[src/rtl/core/grcs_pkg.sv]
// ----------------------------------------------------------------------------
// grcs_pkg: shared types and constants of the grid ray cell stepper
// Transaction payload structs, configuration register indexes and fixed widths.
// ----------------------------------------------------------------------------
package grcs_pkg;

	// Direction cosine and sine carry 14 fraction bits; positions are aligned
	// to the same scale before they are stepped.
	localparam int DIR_FRAC_BITS = 14;

	// Configuration registers are nine bits wide.
	localparam int CFG_W        = 9;
	localparam int CFG_IDX_W    = 2;
	localparam int CELL_OUT_W   = 16;

	localparam logic [CFG_IDX_W-1:0] REG_GRID_WIDTH  = 2'd0;
	localparam logic [CFG_IDX_W-1:0] REG_GRID_HEIGHT = 2'd1;

	localparam logic [CFG_W-1:0] GRID_DIM_RESET = 9'd100;

	typedef struct packed {
		logic signed [15:0] start_x;
		logic signed [15:0] start_y;
		logic signed [15:0] dir_cos;
		logic signed [15:0] dir_sin;
		logic [6:0]         num_steps;
	} in_item_t;

	typedef struct packed {
		logic [CELL_OUT_W-1:0] cell_index;
		logic                  last_cell;
	} out_item_t;

endpackage

[src/rtl/core/grid_ray_cell_stepper_unit.sv]
// ----------------------------------------------------------------------------
// grid_ray_cell_stepper_unit: fixed-step ray marching over an occupancy grid
// Steps one ray through the grid and emits each distinct in-grid cell it hits.
// ----------------------------------------------------------------------------
// A cell is held back until a different in-grid cell or the end of its ray
// follows; the final cell is released from the flush state with its last flag
// set. Step counts above MAX_STEPS are clamped to MAX_STEPS.
// A new ray is taken only while idle, after the previous ray is flushed; the
// position accumulators advance one sample per cycle; an output stall freezes all.
// Reset: arst_n clears all control state and sets both grid sizes to 100.
module grid_ray_cell_stepper_unit #(
	parameter int MAX_DIM       = 256,
	parameter int MAX_STEPS     = 64,
	parameter int POS_FRAC_BITS = 8
) (
	input  logic                         clk,
	input  logic                         arst_n,
	input  logic                         in_valid,
	output logic                         in_ready,
	input  grcs_pkg::in_item_t           in_data,
	output logic                         out_valid,
	input  logic                         out_ready,
	output grcs_pkg::out_item_t          out_data,
	input  logic                         cfg_we,
	input  logic [grcs_pkg::CFG_IDX_W-1:0] cfg_index,
	input  logic [grcs_pkg::CFG_W-1:0]   cfg_wdata
);
	import grcs_pkg::*;

	// Shift that brings the start point onto the direction's fraction scale.
	localparam int ALIGN   = DIR_FRAC_BITS - POS_FRAC_BITS;
	// Bits for the step counter, which must hold MAX_STEPS itself.
	localparam int STEP_W  = $clog2(MAX_STEPS + 1);
	// The accumulator holds |start| <= 2^(15+ALIGN) plus up to MAX_STEPS
	// direction steps of at most 2^15 each, with a sign bit to spare.
	localparam int ACC_W   = 17 + ((ALIGN > STEP_W) ? ALIGN : STEP_W);
	localparam int FLOOR_W = ACC_W - DIR_FRAC_BITS;
	// Grid size (can equal MAX_DIM) and grid index (below MAX_DIM) widths.
	localparam int DIM_W   = $clog2(MAX_DIM + 1);
	localparam int IDX_W   = $clog2(MAX_DIM);
	localparam int CW      = ((FLOOR_W > DIM_W) ? FLOOR_W : DIM_W) + 2;
	localparam int PROD_W  = IDX_W + DIM_W;
	localparam int CELL_W  = 2 * IDX_W;

	// The sequencer: idle, stepping the ray, and a final flush state that releases
	// the held-back cell, if any, with its last flag set.
	typedef enum logic [2:0] {
		ST_IDLE  = 3'b001,
		ST_RUN   = 3'b010,
		ST_FLUSH = 3'b100
	} state_t;

	state_t state_q;

	// Configuration registers.
	logic [CFG_W-1:0] grid_w_q;
	logic [CFG_W-1:0] grid_h_q;

	// Stepping state: the accumulator pair and the steps still to go.
	logic signed [ACC_W-1:0] px_q;
	logic signed [ACC_W-1:0] py_q;
	logic signed [15:0]      dc_q;
	logic signed [15:0]      ds_q;
	logic [STEP_W-1:0]       steps_left_q;

	// First stage: grid coordinates of one sample and whether it lies inside.
	logic             v_s1;
	logic             fin_s1;
	logic             inside_s1;
	logic [IDX_W-1:0] col_s1;
	logic [IDX_W-1:0] row_s1;

	// The cell held back until the next distinct cell or the end of the ray.
	logic              pend_vld_q;
	logic              have_prev_q;
	logic [CELL_W-1:0] pend_q;

	// Output register.
	logic      out_vld_q;
	out_item_t out_q;

	// Clamped grid sizes and their halves.
	logic [DIM_W-1:0] w_eff;
	logic [DIM_W-1:0] h_eff;

	// Combinational datapath.
	logic signed [FLOOR_W-1:0] fx;
	logic signed [FLOOR_W-1:0] fy;
	logic signed [CW-1:0]      col_c;
	logic signed [CW-1:0]      row_c;
	logic signed [CW-1:0]      w_s;
	logic signed [CW-1:0]      h_s;
	logic signed [CW-1:0]      hw_s;
	logic signed [CW-1:0]      hh_s;
	logic                      inside_c;
	logic [PROD_W-1:0]         prod_c;
	logic [CELL_W-1:0]         cell_c;
	logic                      new_cell;
	logic                      adv;
	logic                      push;
	out_item_t                 push_data;
	logic [STEP_W-1:0]         steps_init;
	logic                      in_acc;

	// A zero register acts as one, anything above MAX_DIM as MAX_DIM.
	always_comb begin
		if (grid_w_q == '0) begin
			w_eff = DIM_W'(1);
		end else if (grid_w_q > CFG_W'(MAX_DIM)) begin
			w_eff = DIM_W'(MAX_DIM);
		end else begin
			w_eff = grid_w_q[DIM_W-1:0];
		end
		if (grid_h_q == '0) begin
			h_eff = DIM_W'(1);
		end else if (grid_h_q > CFG_W'(MAX_DIM)) begin
			h_eff = DIM_W'(MAX_DIM);
		end else begin
			h_eff = grid_h_q[DIM_W-1:0];
		end
	end

	assign w_s  = CW'(w_eff);
	assign h_s  = CW'(h_eff);
	assign hw_s = CW'(w_eff >> 1);
	assign hh_s = CW'(h_eff >> 1);

	// Dropping the fraction bits of a two's complement value is a floor.
	assign fx    = px_q[ACC_W-1:DIR_FRAC_BITS];
	assign fy    = py_q[ACC_W-1:DIR_FRAC_BITS];
	assign col_c = CW'(fx) + hw_s;
	assign row_c = hh_s - CW'(fy);
	assign inside_c = (col_c >= 0) && (col_c < w_s) && (row_c >= 0) && (row_c < h_s);

	// Linear cell index of the first-stage sample.
	assign prod_c   = PROD_W'(row_s1) * PROD_W'(w_eff);
	assign cell_c   = CELL_W'(prod_c + PROD_W'(col_s1));
	assign new_cell = v_s1 && inside_s1 && !(have_prev_q && (cell_c == pend_q));

	// Everything moves only while the output register can take a new item.
	assign adv = !(out_vld_q && !out_ready);

	assign in_ready  = (state_q == ST_IDLE);
	assign in_acc    = in_valid && in_ready;
	assign out_valid = out_vld_q;
	assign out_data  = out_q;

	assign steps_init = (in_data.num_steps > 7'(MAX_STEPS)) ? STEP_W'(MAX_STEPS)
		: STEP_W'(in_data.num_steps);

	// A held-back cell leaves when a newer distinct cell replaces it, or at the
	// end of the ray, where it is the final one.
	always_comb begin
		push                 = 1'b0;
		push_data.cell_index = CELL_OUT_W'(pend_q);
		push_data.last_cell  = 1'b0;
		unique case (state_q)
			ST_RUN: begin
				push = new_cell && pend_vld_q;
			end
			ST_FLUSH: begin
				push                = pend_vld_q;
				push_data.last_cell = 1'b1;
			end
			default: begin
				push = 1'b0;
			end
		endcase
	end

	always_ff @(posedge clk or negedge arst_n) begin
		if (!arst_n) begin
			grid_w_q <= GRID_DIM_RESET;
			grid_h_q <= GRID_DIM_RESET;
		end else if (cfg_we) begin
			if (cfg_index == REG_GRID_WIDTH) begin
				grid_w_q <= cfg_wdata;
			end else if (cfg_index == REG_GRID_HEIGHT) begin
				grid_h_q <= cfg_wdata;
			end
		end
	end

	// Sequencer and control state.
	always_ff @(posedge clk or negedge arst_n) begin
		if (!arst_n) begin
			state_q      <= ST_IDLE;
			steps_left_q <= '0;
			v_s1         <= 1'b0;
			fin_s1       <= 1'b0;
			pend_vld_q   <= 1'b0;
			have_prev_q  <= 1'b0;
			out_vld_q    <= 1'b0;
		end else begin
			if (adv) begin
				out_vld_q <= push;
			end
			unique case (state_q)
				ST_IDLE: begin
					if (in_acc) begin
						steps_left_q <= steps_init;
						v_s1         <= 1'b0;
						pend_vld_q   <= 1'b0;
						have_prev_q  <= 1'b0;
						state_q      <= (steps_init == '0) ? ST_FLUSH : ST_RUN;
					end
				end
				ST_RUN: begin
					if (adv) begin
						if (steps_left_q != '0) begin
							v_s1         <= 1'b1;
							fin_s1       <= (steps_left_q == STEP_W'(1));
							steps_left_q <= steps_left_q - STEP_W'(1);
						end else begin
							v_s1 <= 1'b0;
						end
						if (new_cell) begin
							pend_vld_q  <= 1'b1;
							have_prev_q <= 1'b1;
						end
						if (v_s1 && fin_s1) begin
							state_q <= ST_FLUSH;
						end
					end
				end
				ST_FLUSH: begin
					if (adv) begin
						pend_vld_q <= 1'b0;
						state_q    <= ST_IDLE;
					end
				end
				default: begin
					state_q <= ST_IDLE;
				end
			endcase
		end
	end

	// Datapath registers; no reset needed.
	always_ff @(posedge clk) begin
		if (in_acc) begin
			px_q <= ACC_W'(in_data.start_x) <<< ALIGN;
			py_q <= ACC_W'(in_data.start_y) <<< ALIGN;
			dc_q <= in_data.dir_cos;
			ds_q <= in_data.dir_sin;
		end else if ((state_q == ST_RUN) && adv && (steps_left_q != '0)) begin
			// Sample the current point, then advance by one direction step.
			col_s1    <= col_c[IDX_W-1:0];
			row_s1    <= row_c[IDX_W-1:0];
			inside_s1 <= inside_c;
			px_q      <= px_q + ACC_W'(dc_q);
			py_q      <= py_q + ACC_W'(ds_q);
		end
		if ((state_q == ST_RUN) && adv && new_cell) begin
			pend_q <= cell_c;
		end
		if (adv && push) begin
			out_q <= push_data;
		end
	end

`ifndef SYNTHESIS
	// A new ray is never taken while a sample is still in the first stage.
	a_idle_pipe_empty: assert property (@(posedge clk) disable iff (!arst_n)
		in_ready |-> !v_s1)
		else $error("ray accepted with a sample still in flight");

	// The final flush starts only after every step has been issued.
	a_flush_done: assert property (@(posedge clk) disable iff (!arst_n)
		(state_q == ST_FLUSH) |-> (steps_left_q == '0))
		else $error("flush entered with steps left");

	// A held-back cell always implies a previous cell for the comparison.
	a_pend_prev: assert property (@(posedge clk) disable iff (!arst_n)
		pend_vld_q |-> have_prev_q)
		else $error("pending cell without previous cell");

	// In the cycle after a ray transaction the block is busy.
	a_busy_after_accept: assert property (@(posedge clk) disable iff (!arst_n)
		(in_valid && in_ready) |=> !in_ready)
		else $error("ready right after accepting a ray");
`endif

endmodule
[config.mk]
export PLATFORM = sky130hd
export DESIGN_NAME = grid_ray_cell_stepper_unit
export DESIGN_NICKNAME = d
export VERILOG_FILES = /design/src/rtl/core/grcs_pkg.sv /design/src/rtl/core/grid_ray_cell_stepper_unit.sv
export SDC_FILE = /design/constraint.sdc
export NUM_CORES = 1
export LEC_CHECK = 0
export BUFFER_PORTS_ARGS = -buffer_cell sky130_fd_sc_hd__buf_2
export CAP_MARGIN = 20
export CELL_PAD_IN_SITES_DETAIL_PLACEMENT = 1
export CELL_PAD_IN_SITES_GLOBAL_PLACEMENT = 2
export CORE_MARGIN = 4
export CORE_UTILIZATION = 30
export DETAILED_ROUTE_END_ITERATION = 6
export GPL_TIMING_DRIVEN = 0
export PLACE_DENSITY_LB_ADDON = 0.1
export SYNTH_ARGS = -nofsm -noshare
export SYNTH_HDL_FRONTEND = slang
export SYNTH_SLANG_ARGS = --single-unit
export TNS_END_PERCENT = 10
[constraint.sdc]
create_clock -name clk -period 14.24 [get_ports clk]
set_clock_uncertainty 0.1 [all_clocks]
set_input_delay 0.712 -clock clk [delete_from_list [all_inputs] [get_ports clk]]
set_output_delay 0.712 -clock clk [all_outputs]
set_load 0.02 [all_outputs]
Word level (Yosys, flattened, before mapping)
Cells that the tools add are included.
{"block": "classes", "magnitude_cmp": 7, "eq_ne": 12, "n_bitwise": 3, "reduce_logical": 34, "muxes": 30, "n_mul": 1, "add_sub_neg": 6}
{"op": "$mux W24", "n": 4}
{"op": "$add A24 B16 Y24", "n": 2}
{"op": "$mux W9", "n": 4}
{"op": "$mux W7", "n": 4}
{"op": "$ge A11 B1 Y1 const B", "n": 2}
{"op": "$lt A11 B10 Y1", "n": 2}
{"op": "$gt A9 B9 Y1 const B", "n": 2}
{"op": "$logic_not A9 Y1", "n": 2}
{"op": "$add A16 B8 Y16", "n": 1}
{"op": "$eq A16 B16 Y1", "n": 1}
{"op": "$mul A8 B9 Y16", "n": 1}
{"op": "$mux W3", "n": 5}
{"op": "$logic_and A1 B1 Y1", "n": 14}
{"op": "$pmux W7 S2", "n": 1}
{"op": "$reduce_and A4 Y1", "n": 3}
{"op": "$add A10 B9 Y11", "n": 1}
{"op": "$sub A9 B10 Y11", "n": 1}
{"op": "$ne A2 B2 Y1 const B", "n": 5}
{"op": "$pmux W3 S3", "n": 1}
{"op": "$reduce_and A3 Y1", "n": 3}
{"op": "$eq A7 B1 Y1 const B", "n": 1}
{"op": "$gt A7 B7 Y1 const B", "n": 1}
{"op": "$logic_not A7 Y1", "n": 1}
{"op": "$mux W1", "n": 7}
{"op": "16 further kinds", "n": 24}
{"block": "word_totals", "input_bits": 87, "register_bits": 163, "wordCells": 114, "output_inout_bits": 19}

Longest topological paths before layout
Gate-level depths: netlist (run 1).
{"block": "logic_depth", "word_depth": 12, "mapped_depth": 22}

Worst setup path after synthesis (run 1)
OpenSTA, ideal clock, no wires.
{"block": "synth_timing", "path_kind": "register -> register", "from": "register grid_w_q[1]", "to": "register pend_q[0] (enable)", "arrival_ns": 5.816, "stages_incl_launch_ff": 21, "setup_time_ns": 0.397, "n_path_buf": 1, "slack_ns": 7.927, "cell_sequence": "dfrtp_1 -> nor4_1 -> a21oi_1 -> nor2_1 -> nand2_1 -> fa_1 -> fa_1 -> inv_1 -> fa_1 -> inv_1 -> fa_1 -> inv_1 -> ha_1 -> buf_2 -> o21a_1 -> o21a_1 -> a21oi_2 -> mux2i_1 -> xor2_1 -> nor3_1 -> a21oi_1"}
{"block": "synth_via", "elab_chain_len": 10, "word_cells_on_any_way": 11, "classes_between": "1 x add/sub; 1 x mul; 1 x order compare; 1 x eq/ne; 2 x mux; 5 x reduce/logical"}
{"item": "from (decl)", "line": "grid_ray_cell_stepper_unit.sv:56", "text": "logic [CFG_W-1:0] grid_w_q;"}
{"item": "from (signal assigned)", "line": "grid_ray_cell_stepper_unit.sv:177", "text": "grid_w_q <= cfg_wdata;"}
{"item": "$gt A9 B9 Y1", "line": "grid_ray_cell_stepper_unit.sv:109", "text": "end else if (grid_w_q > CFG_W'(MAX_DIM)) begin"}
{"item": "$mux W9", "line": "grid_ray_cell_stepper_unit.sv:109"}
{"item": "$mux W9 (*)", "line": "grid_ray_cell_stepper_unit.sv:107", "text": "if (grid_w_q == '0) begin"}
{"item": "$mul A8 B9 Y16 (*)", "line": "grid_ray_cell_stepper_unit.sv:136", "text": "assign prod_c = PROD_W'(row_s1) * PROD_W'(w_eff);"}
{"item": "$add A16 B8 Y16 (*)", "line": "grid_ray_cell_stepper_unit.sv:137", "text": "assign cell_c = CELL_W'(prod_c + PROD_W'(col_s1));"}
{"item": "via cell_c[12]", "line": "grid_ray_cell_stepper_unit.sv:97", "text": "logic [CELL_W-1:0] cell_c;"}
{"item": "$eq A16 B16 Y1 (*)", "line": "grid_ray_cell_stepper_unit.sv:138", "text": "assign new_cell = v_s1 && inside_s1 && !(have_prev_q && (cell_c == pend_q));"}
{"item": "$logic_and A1 B1 Y1 (*)", "line": "grid_ray_cell_stepper_unit.sv:138"}
{"item": "$logic_not A1 Y1 (*)", "line": "grid_ray_cell_stepper_unit.sv:138"}
{"item": "$logic_and A1 B1 Y1 (*)", "line": "grid_ray_cell_stepper_unit.sv:138"}
{"item": "$logic_and A1 B1 Y1 (*)", "line": "grid_ray_cell_stepper_unit.sv:254", "text": "if ((state_q == ST_RUN) && adv && new_cell) begin"}
{"item": "to (signal assigned)", "line": "grid_ray_cell_stepper_unit.sv:255", "text": "pend_q <= cell_c;"}
{"item": "to (decl)", "line": "grid_ray_cell_stepper_unit.sv:76", "text": "logic [CELL_W-1:0] pend_q;"}
The timed path passes the listed nets; every way through them passes the cells marked *.
A chain may end at the register's enable or synchronous reset.

Worst setup path after layout (run 1)
{"block": "layout_timing", "from": "register grid_w_q[8]", "to": "register out_q (netlist bit out_data[3]) (enable)"}
{"block": "layout_via", "elab_chain_len": 12, "word_cells_on_any_way": 13, "classes_between": "1 x add/sub; 1 x mul; 1 x order compare; 1 x eq/ne; 3 x mux; 6 x reduce/logical"}
{"item": "$gt A9 B9 Y1", "line": "grid_ray_cell_stepper_unit.sv:109"}
{"item": "$mux W9", "line": "grid_ray_cell_stepper_unit.sv:109"}
{"item": "$mux W9 (*)", "line": "grid_ray_cell_stepper_unit.sv:107"}
{"item": "$mul A8 B9 Y16 (*)", "line": "grid_ray_cell_stepper_unit.sv:136"}
{"item": "$add A16 B8 Y16 (*)", "line": "grid_ray_cell_stepper_unit.sv:137"}
{"item": "via cell_c[12]", "line": "grid_ray_cell_stepper_unit.sv:97"}
{"item": "$eq A16 B16 Y1 (*)", "line": "grid_ray_cell_stepper_unit.sv:138"}
{"item": "$logic_and A1 B1 Y1 (*)", "line": "grid_ray_cell_stepper_unit.sv:138"}
{"item": "$logic_not A1 Y1 (*)", "line": "grid_ray_cell_stepper_unit.sv:138"}
{"item": "$logic_and A1 B1 Y1 (*)", "line": "grid_ray_cell_stepper_unit.sv:138"}
{"item": "$logic_and A1 B1 Y1 (*)", "line": "grid_ray_cell_stepper_unit.sv:159", "text": "push = new_cell && pend_vld_q;"}
{"item": "$pmux W1 S2 (*)", "line": "grid_ray_cell_stepper_unit.sv:157", "text": "unique case (state_q)"}
{"item": "$logic_and A1 B1 Y1 (*)", "line": "grid_ray_cell_stepper_unit.sv:257", "text": "if (adv && push) begin"}
{"item": "to (signal assigned)", "line": "grid_ray_cell_stepper_unit.sv:258", "text": "out_q <= push_data;"}
{"item": "to (decl)", "line": "grid_ray_cell_stepper_unit.sv:80", "text": "out_item_t out_q;"}
Marked as above.

==> results.txt, run 1 <==
For the initial antenna violation count, the log shows 0. Once placement finished, the instance area stood at 0.0135 mm^2. Setup repair after global routing left no endpoint under its margin. Wires add up to 32.8 mm.

The placement row count is 73, and the endpoint arrival time on the critical path is 7140 ps. The number of gates resized after CTS was 0. The logs give 6.21 nW for the reported leakage power and 0 for the number of failing hold endpoints at the final stage. The fraction of registers with async set or reset after synthesis was 0.202. Yosys mapped the design onto 74 distinct sky130hd cell types.

The accumulated negative setup slack was 0 ps. For the pin with the worst max-slew slack, the measured transition is 894 ps. Max-cap violation count: 0. Summed over all layers, the global routing overflow is 0.

The cts-stage hold buffer count was 0. After legalization and detailed placement, the total HPWL measured 26.2 mm. Entering global routing, the biggest net connects 34 pins. The number of nets handed over by synthesis was 1,490. The clock passes through at most 2 buffers. The commonest cells after synthesis are 144 x inv_1, 118 x edfxtp_1, 117 x ha_1. Count of clock tree sinks: 163. In this run, the number of DRC markers left after iteration 0 of detailed routing was 299.

Relative to the synthesized area, the layout overhead comes to 15.0%. The number of remaining DRC errors came out at 0. Global placer's final weighted congestion: 0.775. TritonCTS built the clock tree.

After clock tree synthesis, the clock-pin slew on the worst setup and hold paths is 80 ps. After the last flow step, the layout net total stands at 1,617. The share of post-route cells with drive strength above 1 is 0.137, and the final routed wire length divided by cell count is 17.3 um. The worst-case IR drop observed on VDD is 115 uV. On the critical path, the stage with the largest delay is an instance of and3_1.

The region available for standard cell placement spans 0.0401 mm^2. Setup violations remaining at the end of the flow were counted as 0. The fraction of post-synthesis cell area in the top cell type by area was 0.289. The first global-routing pass estimated 53.8 mm of wire. The minimum period implied by the final worst setup slack works out to 7160 ps. For the fraction of the yosys area taken by sequential cells, the log shows 0.377. The type of the tightest min-delay check was input port to asynchronous set/reset pin.

The via total after detailed routing is 9,167, and the count of filler cells inserted in the layout is 4,632. The largest fanout of any net on the critical path was 17; the clock latency on the worst-skew pair was 460 ps. The final count of pins violating max slew is 0, and the relative slew slack is 0.404.

In the synthesized netlist the dominant register cell turns out to be edfxtp_1. Yosys mapped a number of flops with a built-in enable equal to 118. The number of search-and-repair iterations in the first detailed-routing pass is 4.

For the number of global-route vias before repair, the log shows 10,000. The cell accounting for the most synthesized area was edfxtp_1. Yosys instantiated no cell more often than inv_1. Once layout is done, the placed cells without fillers occupy 0.0141 mm^2. By area the synthesized netlist is led by edfxtp_1 29%, ha_1 12%, fa_1 8.7%. In this run, CTS created clock tree buffers numbering 17. Nature of the critical path startpoint: a register. The gate count of the mapped netlist came out at 1,233. Overall track demand over capacity in global routing: 0.153. The area of the die came out at 0.0441 mm^2.

The count of buffers added on input and output ports is 105. During I/O placement, the number of pins put on the boundary was 106. The critical path class is register to register. The repair_antennas step left the layout with diodes totalling 0.

The effective utilization at floorplan was 0.306. Data on the critical path is required at its endpoint by 14,220 ps. In this run the horizontal extent of the chip is 210 um.

The worst setup path is captured at a register. The run finished with clean final reports. The part of the cycle the worst path needs was 0.503. The cell area that synthesis handed to floorplanning was 0.0123 mm^2.

The die is 210 um tall. The via-per-instance ratio was 4.83; the power per standard cell area was 276 mW/mm^2. Based on the critical path, the design can be clocked at up to 140 MHz. The synthesized design contains 163 register bits.

The number of buffers added for setup after CTS came out at 0. Clock root buffer: clkbuf_16. The signal on the critical path passes through clkbuf_1, nor2b_1, clkbuf_1, and2_1, fa_1, inv_1, fa_1, inv_1, fa_1, inv_1, fa_1, inv_1, ha_1, buf_2, o21a_1, o21a_1, a21oi_2, mux2i_1, xor2_1, nor4_2, a21oi_1, and3_1. The average instance in the mapped netlist occupies 9.94 um^2. In this run the number of H-tree levels came out at 4.

Once detail routing completed, the nets flagged for antenna violations numbered 0. The delay of the slowest cell on the worst path was 720 ps. The total of warnings raised by yosys came out at 0.
[per-layer routing]
layer  vias up  routed length [um]  global-route usage
li1       4557                   -                   -
met1      4504               14900               0.193
met2        82               16600               0.273
met3        24                 787              0.0229
met4         0                 482              0.0423
met5         -                   0                   0
[report_power, final]
part	switching [W]	internal (W)	total [W]
logic	0.00151	0.00108	0.00259
registers	0.0000868	0.000736	0.000823
clock network	0.000223	0.000255	0.000478
[worst max-delay path: cells and delay by family, from the launching register on]
kind	cells	cell delay, ps
adders and majority gates	5	2340
and+or+nand+nor	4	1150
muxes	1	340
AOI/OAI and AO/OA	4	900
DFF	1	600
buffers and inverters	7	1100
xor gates and xnor gates	1	250
[area by class of cell]
cell class / count / area (um^2) / share of cell area
multi-input combinational: 888 / 6950 / 0.493
sequential: 163 / 4620 / 0.328
tap: 525 / 657 / 0.0466
timing repair buffer: 108 / 581 / 0.0412
inverter: 146 / 548 / 0.0389
clock buffer: 20 / 489 / 0.0347
buffer: 36 / 144 / 0.0102
clock inverter: 12 / 101 / 0.00719
[placed cells by master, fill, tap and decap left out, types with 25 or more instances in the layout]
cell and count:
a21o_1 26, a21oi_1 71, and2_1 42, buf_2 110
dfrtp_1 26, edfxtp_1 118, fa_1 53, ha_1 117
inv_1 143, nand2_1 116, nand3_1 25, nor2_1 51
o21ai_0 88, xnor2_1 39, xor2_1 31
[path summary, 6_finish.rpt]
check	from	endpoint	slack, ps	cells past startpoint
min in group clk	in_data[12]	ds_q[5]	330	1
min	arst_n	grid_h_q[0]	240	1
min reg2reg	py_q[0]	py_q[0]	370	2
max reg2reg	grid_w_q[8]	out_data[3]	7080	22
max in group asynchronous	arst_n	grid_w_q[8]	13300	1
max	grid_w_q[8]	out_data[3]	7080	22
[registers in the layout (all words and copies together) (netlist names)]
name	cells
col_s1	8
dc_q	16
ds_q	16
fin_s1	1
grid_h_q	9
grid_w_q	9
have_prev_q	1
inside_s1	1
out_data	17
out_valid	1
pend_q	16
pend_vld_q	1
px_q	24
py_q	24
row_s1	8
state_q	3
steps_left_q	7
v_s1	1
[kinds of logic (layout without fill, tap and decap cells)]
family,Yosys count,after routing,share of synthesized area
AO/OA/AOI/OAI,285,285,0.147
XOR/XNOR,74,74,0.0575
adder cells (fa/ha/maj),170,170,0.206
buffers and inverters,182,322,0.0563
flip-flops,163,163,0.377
multiplexers,23,23,0.0205
AND/OR/NAND/NOR,336,336,0.136
[stage by stage]
stage | worst slack (ps) | cells | total power, W | util | hold slack, ps
2_1_floorplan | 7930 | 1233 | 0.00280 | - | 316
3_3_place_gp | 6270 | 1863 | 0.00342 | 0.335 | 349
3_5_place_dp | 6910 | 1866 | 0.00347 | 0.337 | 357
4_1_cts | 6880 | 1898 | 0.00398 | 0.351 | 237
5_1_grt | 6420 | 1898 | 0.00434 | 0.351 | 284
6_report | 7080 | 1898 | 0.00389 | 0.351 | 242
No activity file was read; power rests on OpenSTA's default activity.
==> run 2: changes to the inputs <==
==> constraint.sdc (replaced) <==
create_clock -name clk -period 6.2 [get_ports clk]
set_clock_uncertainty 0.1 [all_clocks]
set_input_delay 0.31 -clock clk [delete_from_list [all_inputs] [get_ports clk]]
set_output_delay 0.31 -clock clk [all_outputs]
set_load 0.02 [all_outputs]
==> results.txt, run 2 (synthesized netlist as in run 1, its figures left out) <==
The run finished with clean final reports. TritonCTS built the clock tree. The logs give 34.4 mm for the final routed wirelength across all metal layers and 0 for the number of failing hold endpoints at the final stage.

The count of boundary I/O pins was 106. Buffers placed on the I/O ports in this run total 105. At the end of the flow, the number of nets in the layout was 1,683. The via total after detailed routing is 9,450. The worst setup path is of the register to register kind. Critical path data required time: 6270 ps. The number of clock buffers inserted by TritonCTS came out at 17. The met1 global-route usage came out at 0.194.

The height of the chip came out at 210 um. Number of global-route vias before repair: 10,300. The area growth from synthesis to layout is 22.9%. The max-cap violation count is 0.

The relative slew slack was 0.444; the clock transition at the registers of the reported paths was 70 ps. For the met2 capacity usage during global routing, the log shows 0.284. The final routed wire length divided by cell count is 17.5 um, and the final non-filler cell total is 1,964. For the endpoint arrival time on the critical path, the log shows 6040 ps. For the effective utilization at floorplan, the log shows 0.306.

The number of remaining DRC errors was 0. The H-tree was split into 4 levels. After the first detailed-routing iteration, the DRC count stood at 337. The part of the cycle the worst path needs came out at 0.963.

The share of post-route cells with drive strength above 1 came out at 0.170. Leaving out fill and tap cells, the most frequent cell in the layout is inv_1. For this run the aggregate overflow at the end of global routing stands at 0. STA classifies the critical path endpoint as a register. The run gives 73 as the placement row count.

The final count of pins violating max slew was 0; the maximum count of clock buffers along a single path was 2. The initial antenna violation count was 0; the number of cells in the design after placement was 1,865. The congestion estimate from routability-driven global placement came to 0.786.

Setup violations remaining at the end of the flow were counted as 0. The utilization after layout was 0.376. Entering global routing, the biggest net connects 36 pins. The tree is rooted in a clkbuf_16. Once detail routing completed, the nets flagged for antenna violations numbered 0. The clock latency on the worst-skew pair came out at 460 ps. Based on the critical path, the design can be clocked at up to 168 MHz. The via-per-instance ratio works out to 4.81. The repair_antennas step left the layout with diodes totalling 0. Peak-usage layer in the global routing report: met2.

The number of search-and-repair iterations in the first detailed-routing pass was 4. In this run the standard cell core region covers 0.0401 mm^2. The floorplan step defined a die boundary enclosing 0.0441 mm^2.

The tools report the met3 usage as 0.0231. The worst setup path is launched from a register. The tools report the estimated wirelength of the detail-placed design as 26.0 mm. In this run the horizontal extent of the chip is 210 um.

The count of clock tree sinks is 163, and the transition time at the pin with the least slew margin is 834 ps. The library cells used most frequently in the layout, excluding fill and tap cells, are 142 x inv_1, 118 x edfxtp_1, 115 x nand2_1, 115 x ha_1, 109 x buf_2. The largest fanout of any net on the critical path was 10. The overall track demand over capacity in global routing is 0.158. The type of the tightest min-delay check was input port to register. Counting I/O delays and the setup requirement, the final critical path takes 5970 ps. The run gives 55.1 mm as the first-pass GRT wire length.
[run 2: through the flow]
stage	hold slack [ps]	setup slack [ps]	instance area [um^2]	TNS, ps
CTS	3.12	1.46	14900	0
finish	34.4	231	15100	0
floorplan	-85.6	137	12300	0
global placement	349	-1170	13400	-40200
detailed placement	344	-1250	13500	-42220
global route	25.5	-17.7	15100	-107
[run 2: layer usage]
layer / part of all wire / vias up
met5: 0 / -
met4: 0.026 / 0
met3: 0.020 / 32
met2: 0.51 / 96
met1: 0.45 / 4616
li1: - / 4706
[run 2: critical path, cell delays in order (launching register included)]
cell and delay (ps):
dfrtp_2 450, buf_6 140, nor2b_4 50, buf_6 130, and2_4 150, fa_1 530, inv_1 60, fa_1 520
inv_1 50, fa_1 530, inv_1 50, fa_1 540, inv_2 50, ha_4 240, buf_8 140, o21a_4 200
o21a_1 200, a21oi_4 240, mux2i_4 300, xor2_2 240, buf_4 160, nor3_4 30, buf_4 140, a21oi_4 160
buf_12 150, clkbuf_16 140
[run 2: worst paths after layout]
check	start	slack [ps]	depth (start not counted)	to
max	grid_w_q[8]	230	25	pend_q[5]
min in group asynchronous	arst_n	380	2	grid_h_q[8]
max in group asynchronous	arst_n	5060	2	grid_w_q[8]
max reg2reg	grid_w_q[8]	230	25	pend_q[5]
min	in_data[43]	30	3	py_q[10]
min reg2reg	py_q[0]	360	2	py_q[0]
[run 2: final cells by class]
| type | instances | area (um^2) |
|---|---|---|
| clock inverters | 12 | 176 |
| clock buffers | 20 | 457 |
| fillers | 4594 | 25000 |
| flip-flops and latches | 163 | 4620 |
| well taps | 525 | 657 |
| plain buffers | 35 | 205 |
| repair buffers | 171 | 1200 |
| inverters | 146 | 548 |
| multi-input cells | 892 | 7190 |
[run 2: timing repair]
| action | in CTS | in global routing |
|---|---|---|
| hold buffers | 39 | 0 |
| cloned | 4 | 2 |
| resized for setup | 42 | 35 |
| endpoints found under the setup margin | 36 | 36 |
| pin swaps | 15 | 14 |
| buffers inserted | 15 | 9 |
| hold endpoints to repair | 70 | 0 |
Power of run 2 is not shown: default switching activity piles up to over one toggle a cycle in this logic, so the estimate is an artifact.
